`config.mk`:
```
export PLATFORM = sky130hd
export DESIGN_NAME = tphi_divider
export DESIGN_NICKNAME = d
export VERILOG_FILES = /design/src/rtl/core/timed_position_history_interp_core_defines.svh /design/src/rtl/core/tphi_divider.sv
export SDC_FILE = /design/constraint.sdc
export NUM_CORES = 1
export LEC_CHECK = 0
export ABC_AREA = 1
export ABC_CLOCK_PERIOD_IN_PS = 2100
export BUFFER_PORTS_ARGS = -buffer_cell sky130_fd_sc_hd__clkbuf_2
export CAP_MARGIN = 40
export CORE_ASPECT_RATIO = 1.5
export CORE_MARGIN = 2
export CORE_UTILIZATION = 30
export DETAILED_ROUTE_END_ITERATION = 10
export SLEW_MARGIN = 10
export SYNTH_ARGS = -nofsm -noshare
export SYNTH_HDL_FRONTEND = slang
export SYNTH_SLANG_ARGS = --single-unit
```
`constraint.sdc`:
```
create_clock -name clk_i -period 2.1 [get_ports clk_i]
set_input_delay 0.105 -clock clk_i [delete_from_list [all_inputs] [get_ports clk_i]]
set_output_delay 0.105 -clock clk_i [all_outputs]
set_load 0.01 [all_outputs]
```
`src/rtl/core/timed_position_history_interp_core_defines.svh`:
```
// Assertion macros for the position history core.
`ifndef TIMED_POSITION_HISTORY_INTERP_CORE_DEFINES_SVH
`define TIMED_POSITION_HISTORY_INTERP_CORE_DEFINES_SVH
`ifndef ASSERT_OFF
`define TPH_ASSERT(label, clk, rstn, prop, msg) \
  label: assert property (@(posedge clk) disable iff (!rstn) (prop)) else $error(msg);
`define TPH_ASSERT_NEXT(label, clk, rstn, pre, post, msg) \
  label: assert property (@(posedge clk) disable iff (!rstn) (pre) |=> (post)) else $error(msg);
`else
`define TPH_ASSERT(label, clk, rstn, prop, msg)
`define TPH_ASSERT_NEXT(label, clk, rstn, pre, post, msg)
`endif
`endif

```
`src/rtl/core/tphi_divider.sv`:
```
// ----------------------------------------------------------------------------
// tphi_divider
// Restoring divider: floor(num * 65536 / den), one quotient bit a cycle.
// ----------------------------------------------------------------------------
`default_nettype none
module tphi_divider (
  input  wire logic        clk_i,
  input  wire logic        rst_ni,
  input  wire logic        start_i,
  input  wire logic [31:0] num_i,
  input  wire logic [31:0] den_i,
  output logic             done_o,
  output logic [15:0]      quo_o
);
  logic [32:0] rem_q, rem_d;
  logic [31:0] den_q, den_d;
  logic [15:0] quo_q, quo_d;
  logic [4:0]  cnt_q, cnt_d;
  logic        busy_q, busy_d;
  logic        done_q, done_d;
  logic [33:0] trial;

  always_comb begin
    rem_d  = rem_q;
    den_d  = den_q;
    quo_d  = quo_q;
    cnt_d  = cnt_q;
    busy_d = busy_q;
    done_d = 1'b0;
    trial  = {rem_q, 1'b0} - {2'b00, den_q};
    if (start_i) begin
      rem_d  = {1'b0, num_i};
      den_d  = den_i;
      cnt_d  = 5'd16;
      busy_d = 1'b1;
    end else if (busy_q) begin
      if (!trial[33]) begin
        rem_d = trial[32:0];
        quo_d = {quo_q[14:0], 1'b1};
      end else begin
        rem_d = {rem_q[31:0], 1'b0};
        quo_d = {quo_q[14:0], 1'b0};
      end
      cnt_d = cnt_q - 5'd1;
      if (cnt_q == 5'd1) begin
        busy_d = 1'b0;
        done_d = 1'b1;
      end
    end
  end

  always_ff @(posedge clk_i or negedge rst_ni) begin
    if (!rst_ni) begin
      busy_q <= 1'b0;
      done_q <= 1'b0;
      cnt_q  <= '0;
    end else begin
      busy_q <= busy_d;
      done_q <= done_d;
      cnt_q  <= cnt_d;
    end
  end

  always_ff @(posedge clk_i) begin
    rem_q <= rem_d;
    den_q <= den_d;
    quo_q <= quo_d;
  end

  assign done_o = done_q;
  assign quo_o  = quo_q;
endmodule
`default_nettype wire

```
==> summary.txt <==
Setup path
  • Delay of the slowest critical-path stage: 0.39 ns
  • Worst path arrival time: 2.45 ns
  • CP top delay family: simple AND/OR/NAND/NOR gates
  • Critical setup path kind: reg -> reg
  • Buffers and inverters on the worst path: 2
  • Cell chain of the critical path: ha_1 -> nand2_4 -> nor3_4 -> nand2_2 -> nor2_4 -> nand2_8 -> nand3_4 -> buf_12 -> clkbuf_16 -> nand3_2 -> nand3_2 -> nand2_1
  • Startpoint types: flop
  • Kind of end point of the critical path: flop
  • Worst path required time: 2.22 ns
  • Most frequent CP cell: nand3_2
  • Worst Path Max Fanout: 4
  • Critical-path top delay cell: edfxtp_1

Cells and area
  • Post-route design area: 10,100 sq um
  • Register area: 2600 sq um
  • Utilization after layout: 0.483
  • Ant. Diodes: 0
  • Area of the multi-input gates: 4060 sq um
  • Area growth syn-to-layout: 59.2%
  • Fillers: 2,003
  • Layout cell share with drive strength beyond 1: 0.414
  • Nets: 1,234

Synth
  • Synthesis-stage register bit count: 88
  • Syn Area/Cell: 7.47 sq um
  • Mux contribution to synthesized area: 0
  • Sequential share of the synthesized area: 0.409
  • Cells after synthesis: 849
  • Mapped Area: 6340 sq um
  • Synth Area in Adders: 0.0682
  • Distinct cells, synth: 40
  • Post-synth EDFFs: 80
  • Synth Area in Simple Gates: 0.352
  • Post-Syn Nets: 950
  • Fraction of registers with async set/reset: 0.0795
  • Post-synthesis compound-gate area fraction: 0.0412
  • Xor-xnor portion of the synthesized cell area: 0.0207
  • Yosys warns: 0
  • Most used flip-flop cell after synthesis: edfxtp_1
  • Largest family of logic cells by synthesized area: simple AND/OR/NAND/NOR gates

Global routing
  • Met3 global-route usage: 0.0216
  • Initial antenna violation count: 0
  • Tot GR Track Use: 0.186
  • Largest net degree at the start of global routing: 36
  • Top Usage Layer GRT: met2
  • Global route overflow: 0
  • Met1 global-route usage: 0.209
  • Grt met2 use: 0.341
  • First-pass GRT wire length: 31.7 mm
  • Vias in the first global route: 6,424

Clock network
  • CTS tree: built
  • CTS buffer count: 9
  • CTS sink cnt: 88
  • Clock Tree Buf Depth: 2
  • CTS Root Cell: clkbuf_16
  • Skew-Pair Late Insertion Delay: 0.37 ns
  • CTS H-tree depth: 3
  • Clock Pin Slew Worst Setup and Hold Paths: 0.07 ns

Power
  • Gate power share: 0.716
  • Sw Pwr: 6910 uW
  • VDD IR-drop max: 0.570 mV
  • Sequential share of power: 0.182
  • Leak: 0.00501 uW
  • PwrDens: 1540 nW/um^2
  • Int Power: 8670 uW
  • Sw Share: 0.444
  • Power share of the clock group: 0.102

Floorplan
  • Starting Density: 0.304
  • Core Box Area: 20,900 sq um
  • Row cnt: 65
  • Boundary Pins: 84
  • Die area: 22,300 sq um
  • Horiz. Die Dim: 123 microns
  • Die height: 182 microns

Drt
  • Remaining antenna violation count: 0
  • Remaining DRCs: 0
  • Initial DRC count: 297
  • Drt total wl: 20.5 mm
  • Drt via density: 4.47
  • WL per Instance: 14.6 microns
  • Via count: 6,282
  • Detailed Routing Iterations Pass 1: 5

STA
  • Clk_skew: 0.00732 ns
  • F_max: 430 MHz
  • Fin. max-slew vios: 0
  • RSZ-0062 raised after global routing: yes
  • Worst Slack Setup Final: -0.227 ns
  • Measured slew at the worst slew-check pin: 0.402 ns
  • Fin. Hold Viols: 0
  • Setup Viol. Count Final: 34
  • Slew headroom: 0.732
  • Final period util: 1.11
  • Min Hold Slack: 0.00941 ns
  • Min Tclk post-route: 2.33 ns

Outcome
  • Failing checks: setup timing
  • Outcome: finished, violations left

Placement
  • Post-DP HPWL: 15.2 mm
  • RD Place Congestion: 0.918
  • Placed Area: 8240 sq um
  • # port buffers: 83
  • Pre-CTS setup slack: -0.304 ns

Flow run
  • Max-cap violations: 0

Hold path
  • Hold WC Path Type: in -> reg
-- path summary, 6_finish.rpt --
| kind | start | end | slack, ns | depth (start not counted) |
|---|---|---|---|---|
| min reg2reg | quo_o[1]$_DFFE_PP_ | quo_o[2]$_DFFE_PP_ | 0.45 | 0 |
| min in group asynchronous | rst_ni | cnt_q[1]$_DFFE_PN0P_ | 0.11 | 2 |
| max | rem_q[28]$_DFFE_PP_ | rem_q[28]$_DFFE_PP_ | -0.23 | 12 |
| min | num_i[20] | rem_q[20]$_DFFE_PP_ | 0.009 | 3 |
| max reg2reg | rem_q[28]$_DFFE_PP_ | rem_q[28]$_DFFE_PP_ | -0.23 | 12 |
| max in group asynchronous | rst_ni | done_o$_DFF_PN0_ | 1.82 | 2 |
-- through the flow --
stage	setup TNS, ns	cells	power, uW
6_report	-6.55	1406	15600
5_1_grt	-10.13	1406	16800
4_1_cts	-5.49	1386	14300
3_5_place_dp	-8.35	1311	11200
3_3_place_gp	-8.19	1311	11100
2_1_floorplan	-0.336	849	7960
-- Yosys cell counts, types with 2 or more instances --
cell type / count / share of area
a21oi_1: 27 / 0.021
a21oi_2: 2 / 0.0028
and2_1: 4 / 0.0039
buf_12: 2 / 0.0063
buf_2: 3 / 0.0024
buf_4: 3 / 0.0036
clkbuf_1: 5 / 0.0030
dfrtp_1: 7 / 0.028
edfxtp_1: 80 / 0.38
ha_1: 33 / 0.065
inv_1: 153 / 0.091
nand2_1: 297 / 0.18
nand2_2: 18 / 0.018
nand2_4: 4 / 0.0071
nand2_8: 2 / 0.0063
nand3_1: 84 / 0.066
nand3_2: 6 / 0.0095
nand3b_1: 10 / 0.012
nand4_1: 7 / 0.0069
nor2_1: 50 / 0.030
nor2_2: 3 / 0.0030
nor3_1: 4 / 0.0032
nor3_2: 2 / 0.0032
nor4_1: 2 / 0.0020
o21ai_0: 9 / 0.0071
o21bai_1: 5 / 0.0059
xnor2_1: 13 / 0.018
xor2_1: 2 / 0.0028
-- worst reg2reg max path, delay by kind of cell, from the launching register on --
kind / cells / cell delay [ns]
adders and majority gates: 1 / 0.35
and+or+nand+nor: 9 / 1.02
buffers and inverters: 2 / 0.31
DFF: 1 / 0.39
-- cells in the final DEF, fill, tap and decap left out, types with 14 or more instances in the layout --
cell type and n:
edfxtp_1 80, clkbuf_2 83, buf_4 145, ha_4 23
nand3_2 48, nand2_1 242, inv_1 142, nand2_4 14
a21oi_1 17, nand2_2 59, nor2_1 35, dlygate4sd3_1 34
nand3_1 41
-- cell families after synthesis --
| group | count (synthesis) |
|---|---|
| AOI/OAI and AO/OA | 47 |
| DFF | 88 |
| adders and majority gates | 34 |
| and+or+nand+nor | 496 |
| buffers and inverters | 169 |
| xor gates and xnor gates | 15 |
-- state kept, by name (all words and copies together), names as in the netlist --
signal / flops
rem_q: 33
den_q: 32
quo_o: 16
cnt_q: 5
busy_q: 1
done_o: 1
-- power groups by stage --
| stage | clock network, uW | registers [uW] | logic (uW) |
|---|---|---|---|
| after floorplan | 0 | 2820 | 5150 |
| after global placement | 0 | 2830 | 8270 |
| after detailed placement | 0 | 2850 | 8330 |
| after CTS | 1650 | 2840 | 9790 |
| after global routing | 1700 | 2890 | 12200 |
| final | 1590 | 2840 | 11200 |
-- timing repair --
action,CTS,global route
hold endpoints to repair,40,0
buffers inserted,22,16
pin swaps,15,55
endpoints found under the setup margin,34,34
hold buffers,34,0
resized for setup,95,88
gates cloned,3,4
-- final cells by class --
class | count | area share
inverter | 155 | 0.0579
tap | 268 | 0.0332
clock buffer | 9 | 0.0223
sequential | 88 | 0.257
clock inverter | 7 | 0.00607
timing repair buffer | 284 | 0.222
multi-input combinational | 595 | 0.402
-- layer usage --
metal / up-vias / part of all wire
li1: 3269 / -
met1: 2886 / 0.40
met2: 93 / 0.54
met3: 34 / 0.026
met4: 0 / 0.034
met5: - / 0
Note: power is estimated with default switching activity, not from simulation.
