<file path="config.mk">
export PLATFORM = sky130hd
export DESIGN_NAME = tphi_cell
export DESIGN_NICKNAME = d
export VERILOG_FILES = /design/src/rtl/core/timed_position_history_interp_core_defines.svh /design/src/rtl/core/tphi_pkg.sv /design/src/rtl/core/tphi_cell.sv
export SDC_FILE = /design/constraint.sdc
export NUM_CORES = 1
export LEC_CHECK = 0
export BUFFER_PORTS_ARGS = -buffer_cell sky130_fd_sc_hd__buf_2
export CAP_MARGIN = 20
export CELL_PAD_IN_SITES_DETAIL_PLACEMENT = 0
export CELL_PAD_IN_SITES_GLOBAL_PLACEMENT = 1
export CORE_AREA = 2 2 150 152
export CTS_CLUSTER_SIZE = 20
export DETAILED_ROUTE_END_ITERATION = 12
export DIE_AREA = 0 0 152 154
export PLACE_DENSITY = 0.75
export REMOVE_ABC_BUFFERS = 1
export SETUP_SLACK_MARGIN = 0.15
export SLEW_MARGIN = 20
export SYNTH_ARGS = -nofsm -noshare
export SYNTH_HDL_FRONTEND = slang
export SYNTH_SLANG_ARGS = --single-unit
</file>
<file path="constraint.sdc">
create_clock -name clk_i -period 4.4 [get_ports clk_i]
set_input_delay 0.88 -clock clk_i [delete_from_list [all_inputs] [get_ports clk_i]]
set_output_delay 0.88 -clock clk_i [all_outputs]
set_load 0.05 [all_outputs]
</file>
<file path="src/rtl/core/timed_position_history_interp_core_defines.svh">
// Assertion macros for the position history core.
`ifndef TIMED_POSITION_HISTORY_INTERP_CORE_DEFINES_SVH
`define TIMED_POSITION_HISTORY_INTERP_CORE_DEFINES_SVH
`ifndef ASSERT_OFF
`define TPH_ASSERT(label, clk, rstn, prop, msg) \
  label: assert property (@(posedge clk) disable iff (!rstn) (prop)) else $error(msg);
`define TPH_ASSERT_NEXT(label, clk, rstn, pre, post, msg) \
  label: assert property (@(posedge clk) disable iff (!rstn) (pre) |=> (post)) else $error(msg);
`else
`define TPH_ASSERT(label, clk, rstn, prop, msg)
`define TPH_ASSERT_NEXT(label, clk, rstn, pre, post, msg)
`endif
`endif

</file>
<file path="src/rtl/core/tphi_pkg.sv">
// ----------------------------------------------------------------------------
// tphi_pkg
// Shared types and constants of the position history core.
// ----------------------------------------------------------------------------
`default_nettype none
package tphi_pkg;
  localparam int unsigned Depth = 16;
  localparam int unsigned IdxW  = $clog2(Depth);
  localparam int unsigned CntW  = $clog2(Depth + 1);

  localparam logic [1:0] OpRecord = 2'd0;
  localparam logic [1:0] OpRead   = 2'd1;
  localparam logic [1:0] OpClear  = 2'd2;

  localparam logic [2:0] StStored  = 3'd0;
  localparam logic [2:0] StSkipped = 3'd1;
  localparam logic [2:0] StRead    = 3'd2;
  localparam logic [2:0] StEmpty   = 3'd3;
  localparam logic [2:0] StCleared = 3'd4;

  localparam logic [1:0] CfgInterval = 2'd0;
  localparam logic [1:0] CfgLength   = 2'd1;
  localparam logic [1:0] CfgAlways   = 2'd2;

  typedef struct packed {
    logic [31:0] t;
    logic [31:0] x;
    logic [31:0] y;
    logic [31:0] z;
  } entry_t;

  // per-cell control broadcast from the controller
  typedef struct packed {
    logic push;   // shift a new entry in at cell 0
    logic rot;    // rotate the ring by one cell
  } cell_ctl_t;
endpackage
`default_nettype wire

</file>
<file path="src/rtl/core/tphi_cell.sv">
// ----------------------------------------------------------------------------
// tphi_cell
// One history slot. Cells form a ring; cell 0 sees the newest entry once
// the ring is rotated into place, and takes new entries on a push.
// ----------------------------------------------------------------------------
`default_nettype none
module tphi_cell (
  input  wire logic              clk_i,
  input  wire tphi_pkg::cell_ctl_t ctl_i,
  input  wire tphi_pkg::entry_t  new_i,
  input  wire tphi_pkg::entry_t  prev_i,
  output tphi_pkg::entry_t       ent_o
);
  tphi_pkg::entry_t ent_q, ent_d;

  always_comb begin
    ent_d = ent_q;
    if (ctl_i.push) ent_d = new_i;
    else if (ctl_i.rot) ent_d = prev_i;
  end

  always_ff @(posedge clk_i) begin
    ent_q <= ent_d;
  end

  assign ent_o = ent_q;
endmodule
`default_nettype wire

</file>
==> impl_metrics.py, run 1 <==
metrics = {
    "timing": {
        "rsz0062_at_grt": "no",
        "fmax_mhz": 476,
        "setup_tns_ps": 0,
        "min_period_over_period_pct": 47.7,
        "holdWs_ps": 763,
        "tightest_slew_ps": 796,
        "slew_headroom_pct": 46.9,
        "finalSetupViolCount": 0,
        "hold_viol_final": 0,
        "slew_viol_final": 0,
        "finalCriticalPeriod_ps": 2100,
    },
    "floorplanning": {
        "io_pins": 387,
        "num_rows": 54,
        "core_area_um2": 21700,
        "fp.dieW_um": 152,
        "die_h_um": 154,
        "floorplan.initialDensity_pct": 25.1,
        "die-area_um2": 23400,
    },
    "routing": {
        "firstDrtPassIters": 4,
        "routed-via-count": 3939,
        "drcViolationCount": 0,
        "ant_nets": 0,
        "viasPerCell": 4.09,
        "drt-initial-drc-count": 191,
        "wl_um": 15900,
        "wl_per_cell_um": 16.5,
    },
    "synth": {
        "synth_compound_area_share_pct": 0,
        "synth-simple-area-share_pct": 0.115,
        "yosysTopAreaCellShare_pct": 70.6,
        "synth_area_leaders": "edfxtp_1 71%, mux2_2 26%, buf_6 2.7%, or2_2 0.11%, buf_2 0.092%",
        "synth_seq_cells": 128,
        "synth_cell_types": 5,
        "synth_area_per_cell_um2": 20.1,
        "ys_warn_count": 0,
        "yosysTopAreaCell": "edfxtp_1",
        "yosysSeqAreaShare_pct": 70.6,
        "netlist_instances": 271,
        "synth_area_um2": 5440,
        "synth_top_family_by_area": "multiplexers",
        "synth_fa_ha_area_share_pct": 0,
        "synth_xor_xnor_area_share_pct": 0,
        "synth_mux_area_share_pct": 26.5,
    },
    "critical_path": {
        "crit_top_cell": "buf_4",
        "crit_path_cell_trace": "buf_4 > buf_4 > mux2_2",
        "end_kind": "register",
        "critPathMaxStageDelay_ps": 650,
        "required_ps": 4560,
        "crit_family": "buffers and inverters",
        "start_kind": "input port",
        "critPathMaxFanout": 60,
        "cp.buffers_inverters": 2,
        "cpMaxStageDelayCell": "buf_4",
        "worstSetupPathType": "input port to register",
        "cp.arrival_ps": 2260,
    },
    "clock_network": {
        "cts_buffers": 17,
        "cts_resized": 0,
        "cts_tree": "done",
        "clk_pin_slew_ps": 60,
        "clock-root-buffer": "clkbuf_16",
        "cts_setup_buffers": 0,
        "hold_buffers": 0,
        "clkSinkCount": 128,
        "htree_levels": 4,
        "clockBufferDepth": 2,
    },
    "final_layout": {
        "layout_commonest_cell": "buf_2",
        "largest_register_ffs": 128,
        "layout-drive-gt1-share_pct": 80.9,
        "post-route-cell-area_um2": 8220,
        "syn_to_final_growth_pct": 51.0,
        "final_nets": 926,
        "final_cell_mix": "385 x buf_2, 128 x mux2_2, 128 x edfxtp_1, 17 x clkbuf_16",
        "fin_util_pct": 37.9,
    },
    "placement": {
        "portBuffers": 386,
        "dpl_cell_area_um2": 7630,
        "gp_congestion": 0.735,
        "hpwl_um": 12300,
    },
    "grt": {
        "grt_pass1_vias": 4201,
        "antenna_found_initial": 2,
        "grt_pass1_wl_um": 23900,
        "overflow": 0,
        "grt_util_all_layers_pct": 13.5,
        "grt_max_degree": 78,
    },
    "run": {
        "cap_violations": 0,
    },
    "status": {
        "status": "finished clean",
    },
    "pwr": {
        "peakVddDrop_uv": 251,
        "p_per_area_nw_per_um2": 464,
        "power.total_mw": 3.81,
        "p_leak_nw": 3.64,
    },
    "hold_path": {
        "hold_path_class": "input port to register",
    },
}
[final timing paths]
check                 cells past startpoint  slack, ps  startpoint                  end
worst max-delay path                      3       2300    ctl_i[1]  ent_o[20]$_DFFE_PP_
worst min-delay path                      2        760   new_i[52]  ent_o[52]$_DFFE_PP_
[per-stage QoR]
step / std cells / setup slack [ps]
floorplan: 257 / 1500
global placement: 928 / 1900
detailed placement: 928 / 1880
CTS: 960 / 2300
global route: 961 / 2220
finish: 962 / 2300
[report_power, final]
part	switching, mW	internal (mW)
clock	0.555	0.842
sequential	0.0344	1.50
combinational	0.629	0.253
[cells in the mapped netlist, drive strengths merged]
cell    count
mux2      128
edfxtp    128
buf        14
or2         1
[metal layers]
layer  GRT usage [%]  wire length (um)
met4            5.47               363
met5               0                 0
met3            6.06              1510
met1            15.6              6170
met2            21.9              7840
[cell families (layout without fill, tap and decap cells)]
logic type / after synthesis / in the layout
other cells: 0 / 2
simple gates: 1 / 1
buf+inv: 14 / 423
mux: 128 / 128
flops: 128 / 128
[layout make-up]
cell class	instances	area [um2]
Multi-Input combinational cell	129	1450
Timing Repair Buffer	391	1980
Clock buffer	18	429
Antenna cell	2	5.00
Fill cell	2162	13500
Sequential cell	128	3840
Clock inverter	14	155
Tap cell	280	350
Note: power is estimated with default switching activity, not from simulation.
==> run 2: changes to the inputs <==
--- a/config.mk
+++ b/config.mk
@@ -5,15 +5,16 @@
 export SDC_FILE = /design/constraint.sdc
 export NUM_CORES = 1
 export LEC_CHECK = 0
+export ABC_AREA = 1
 export BUFFER_PORTS_ARGS = -buffer_cell sky130_fd_sc_hd__buf_2
 export CAP_MARGIN = 20
 export CELL_PAD_IN_SITES_DETAIL_PLACEMENT = 0
 export CELL_PAD_IN_SITES_GLOBAL_PLACEMENT = 1
-export CORE_AREA = 2 2 150 152
+export CORE_AREA = 2 2 149 151
 export CTS_CLUSTER_SIZE = 20
 export DETAILED_ROUTE_END_ITERATION = 12
-export DIE_AREA = 0 0 152 154
-export PLACE_DENSITY = 0.75
+export DIE_AREA = 0 0 151 153
+export PLACE_DENSITY = 0.81
 export REMOVE_ABC_BUFFERS = 1
 export SETUP_SLACK_MARGIN = 0.15
 export SLEW_MARGIN = 20
==> constraint.sdc (replaced) <==
create_clock -name clk_i -period 2.1 [get_ports clk_i]
set_input_delay 0.42 -clock clk_i [delete_from_list [all_inputs] [get_ports clk_i]]
set_output_delay 0.42 -clock clk_i [all_outputs]
set_load 0.05 [all_outputs]
==> run 2 against run 1 <==
Sequential share of layout area fell by 0.38 points. Total power up 110%. Routed wire length is 10% higher. Non-clock buffer count is 1 higher. Via count up 26%. Sequential power increased by 110%. Worst setup slack got worse by 1700 ps. Die area shrank 1.3%. Clock power increased by 110%. First-iteration DRC count up 39%. Critical endpoint is now ent_o[86].
==> impl_metrics.py, run 2 <==
metrics = {
    "timing": {
        "rsz0062_at_grt": "no",
        "hold_viol_final": 0,
        "slew_headroom_pct": 60.1,
        "setup_ws_ps": 598,
        "min_period_over_period_pct": 71.5,
        "fmax_mhz": 666,
        "finalCriticalPeriod_ps": 1500,
        "tightest_slew_ps": 598,
        "slew_viol_final": 0,
        "finalSetupViolCount": 0,
    },
    "floorplanning": {
        "die_h_um": 153,
        "fp.dieW_um": 151,
        "core_area_um2": 21500,
        "num_rows": 54,
        "io_pins": 387,
        "floorplan.initialDensity_pct": 25.5,
        "die-area_um2": 23100,
    },
    "clock_network": {
        "clockBufferDepth": 2,
        "hold_buffers": 0,
        "cts_setup_buffers": 0,
        "cts_resized": 0,
        "clock-root-buffer": "clkbuf_16",
        "clkSinkCount": 128,
        "cts_tree": "done",
        "htree_levels": 4,
        "cts_buffers": 17,
        "clk_pin_slew_ps": 60,
    },
    "pwr": {
        "p_seq_share_pct": 39.8,
        "comb_power_share_pct": 23.2,
        "peakVddDrop_uv": 483,
        "p_per_area_nw_per_um2": 976,
        "power.switching_mw": 2.63,
        "intPower_mw": 5.46,
        "p_leak_nw": 4.33,
        "clkPwrFrac_pct": 37.0,
        "switching_share_pct": 32.5,
    },
    "final_layout": {
        "largest_register_ffs": 128,
        "antenna_cells": 0,
        "final_nets": 1184,
        "regArea_um2": 3840,
        "final_cell_mix": "385 x buf_2, 384 x nand2_1, 128 x edfxtp_1, 17 x clkbuf_16, 5 x buf_12",
        "layout_commonest_cell": "buf_2",
        "multi_input_area_um2": 1450,
        "syn_to_final_growth_pct": 51.5,
        "layout-drive-gt1-share_pct": 45.2,
        "fill_cells": 2228,
        "fin_util_pct": 38.6,
    },
    "critical_path": {
        "critPathMaxFanout": 1,
        "crit_path_cell_trace": "buf_2",
        "crit_family": "flip-flops",
        "critPathMaxStageDelay_ps": 390,
        "end_kind": "output pin",
        "cp.arrival_ps": 1080,
        "worstSetupPathType": "register to output pin",
        "required_ps": 1680,
        "cp.buffers_inverters": 1,
        "cpMaxStageDelayCell": "edfxtp_1",
        "start_kind": "register",
    },
    "placement": {
        "hpwl_um": 13100,
        "place_ws_ps": 642,
        "portBuffers": 386,
        "gp_congestion": 0.833,
    },
    "synth": {
        "synth_area_leaders": "edfxtp_1 70%, nand2_1 26%, buf_4 1.9%, buf_2 1.3%, or2_2 0.11%",
        "synth_area_um2": 5470,
        "synthArstFlopShare_pct": 0,
        "yosysSeqAreaShare_pct": 70.3,
        "ys_warn_count": 0,
        "yosysTopAreaCell": "edfxtp_1",
        "yosysMostFrequentCell": "nand2_1",
        "synth_edf_count": 128,
        "synth_cell_types": 6,
        "yosysTopAreaCellShare_pct": 70.3,
        "netlist_instances": 542,
        "synth_common_cells": "384 x nand2_1, 128 x edfxtp_1, 14 x buf_2, 14 x buf_4",
        "synthFlopType": "edfxtp_1",
        "synth_area_per_cell_um2": 10.1,
        "synth_seq_cells": 128,
    },
    "grt": {
        "grt_pass1_wl_um": 26100,
        "overflow": 0,
        "grt_max_degree": 70,
        "grt_pass1_vias": 4887,
        "antenna_found_initial": 0,
        "grt_util_all_layers_pct": 15.0,
    },
    "routing": {
        "viasPerCell": 4.07,
        "drt-initial-drc-count": 265,
        "drcViolationCount": 0,
        "wl_um": 17500,
        "ant_nets": 0,
        "routed-via-count": 4953,
        "wl_per_cell_um": 14.4,
        "firstDrtPassIters": 4,
    },
    "hold_path": {
        "hold_path_class": "input port to register",
    },
    "run": {
        "cap_violations": 0,
    },
    "status": {
        "status": "finished clean",
    },
}
run 2: changes by cell type after synthesis:
cell	before	now
nand2_1	0	384
mux2_2	128	0
buf_4	0	14
buf_2	1	14
buf_6	13	0
inv_2	0	1
run 2: metal layers:
layer  part of all wire, %  routed length (um)  global-route usage, %
met2                    50                8780                   25.7
met3                   8.1                1430                   4.78
met4                   2.1                 367                   5.56
met5                     0                   0                      0
met1                    40                6920                   17.5
run 2: worst paths after layout:
| check | from | end | slack, ps | depth (start not counted) |
|---|---|---|---|---|
| max | ent_o[86]$_DFFE_PP_ | ent_o[86] | 600 | 1 |
| min | prev_i[93] | ent_o[93]$_DFFE_PP_ | 270 | 3 |
run 2: kinds of logic (layout without fill, tap and decap cells):
| group | count (synthesis) | count (layout) | synth area share [%] |
|---|---|---|---|
| buf+inv | 29 | 425 | 3.27 |
| flops | 128 | 128 | 70.3 |
| simple gates | 385 | 385 | 26.5 |
run 2: power groups by stage:
stage	logic, mW	clock network, mW	registers, mW
3_3_place_gp	1.88	0	3.27
2_1_floorplan	0.227	0	4.28
3_5_place_dp	1.89	0	3.28
4_1_cts	1.89	3.10	3.23
5_1_grt	1.99	3.22	3.25
6_report	1.87	3.00	3.22
run 2: metrics by stage:
step | power (mW) | TNS, ps | hold slack (ps) | area (um2) | cells
2_1_floorplan | 4.51 | -42920 | 599 | 5300 | 514
3_3_place_gp | 5.15 | 0 | 682 | 7690 | 1186
3_5_place_dp | 5.17 | 0 | 687 | 7690 | 1186
4_1_cts | 8.22 | 0 | 245 | 8290 | 1218
5_1_grt | 8.46 | 0 | 253 | 8290 | 1218
6_report | 8.09 | 0 | 273 | 8290 | 1218
run 2: final cells by class:
class	instances	share of cell area, %
Sequential cell	128	46.4
Timing Repair Buffer	392	24.6
Multi-Input combinational cell	385	17.5
Clock inverter	15	2.02
Clock buffer	17	5.13
Inverter	1	0.0755
Tap cell	280	4.23
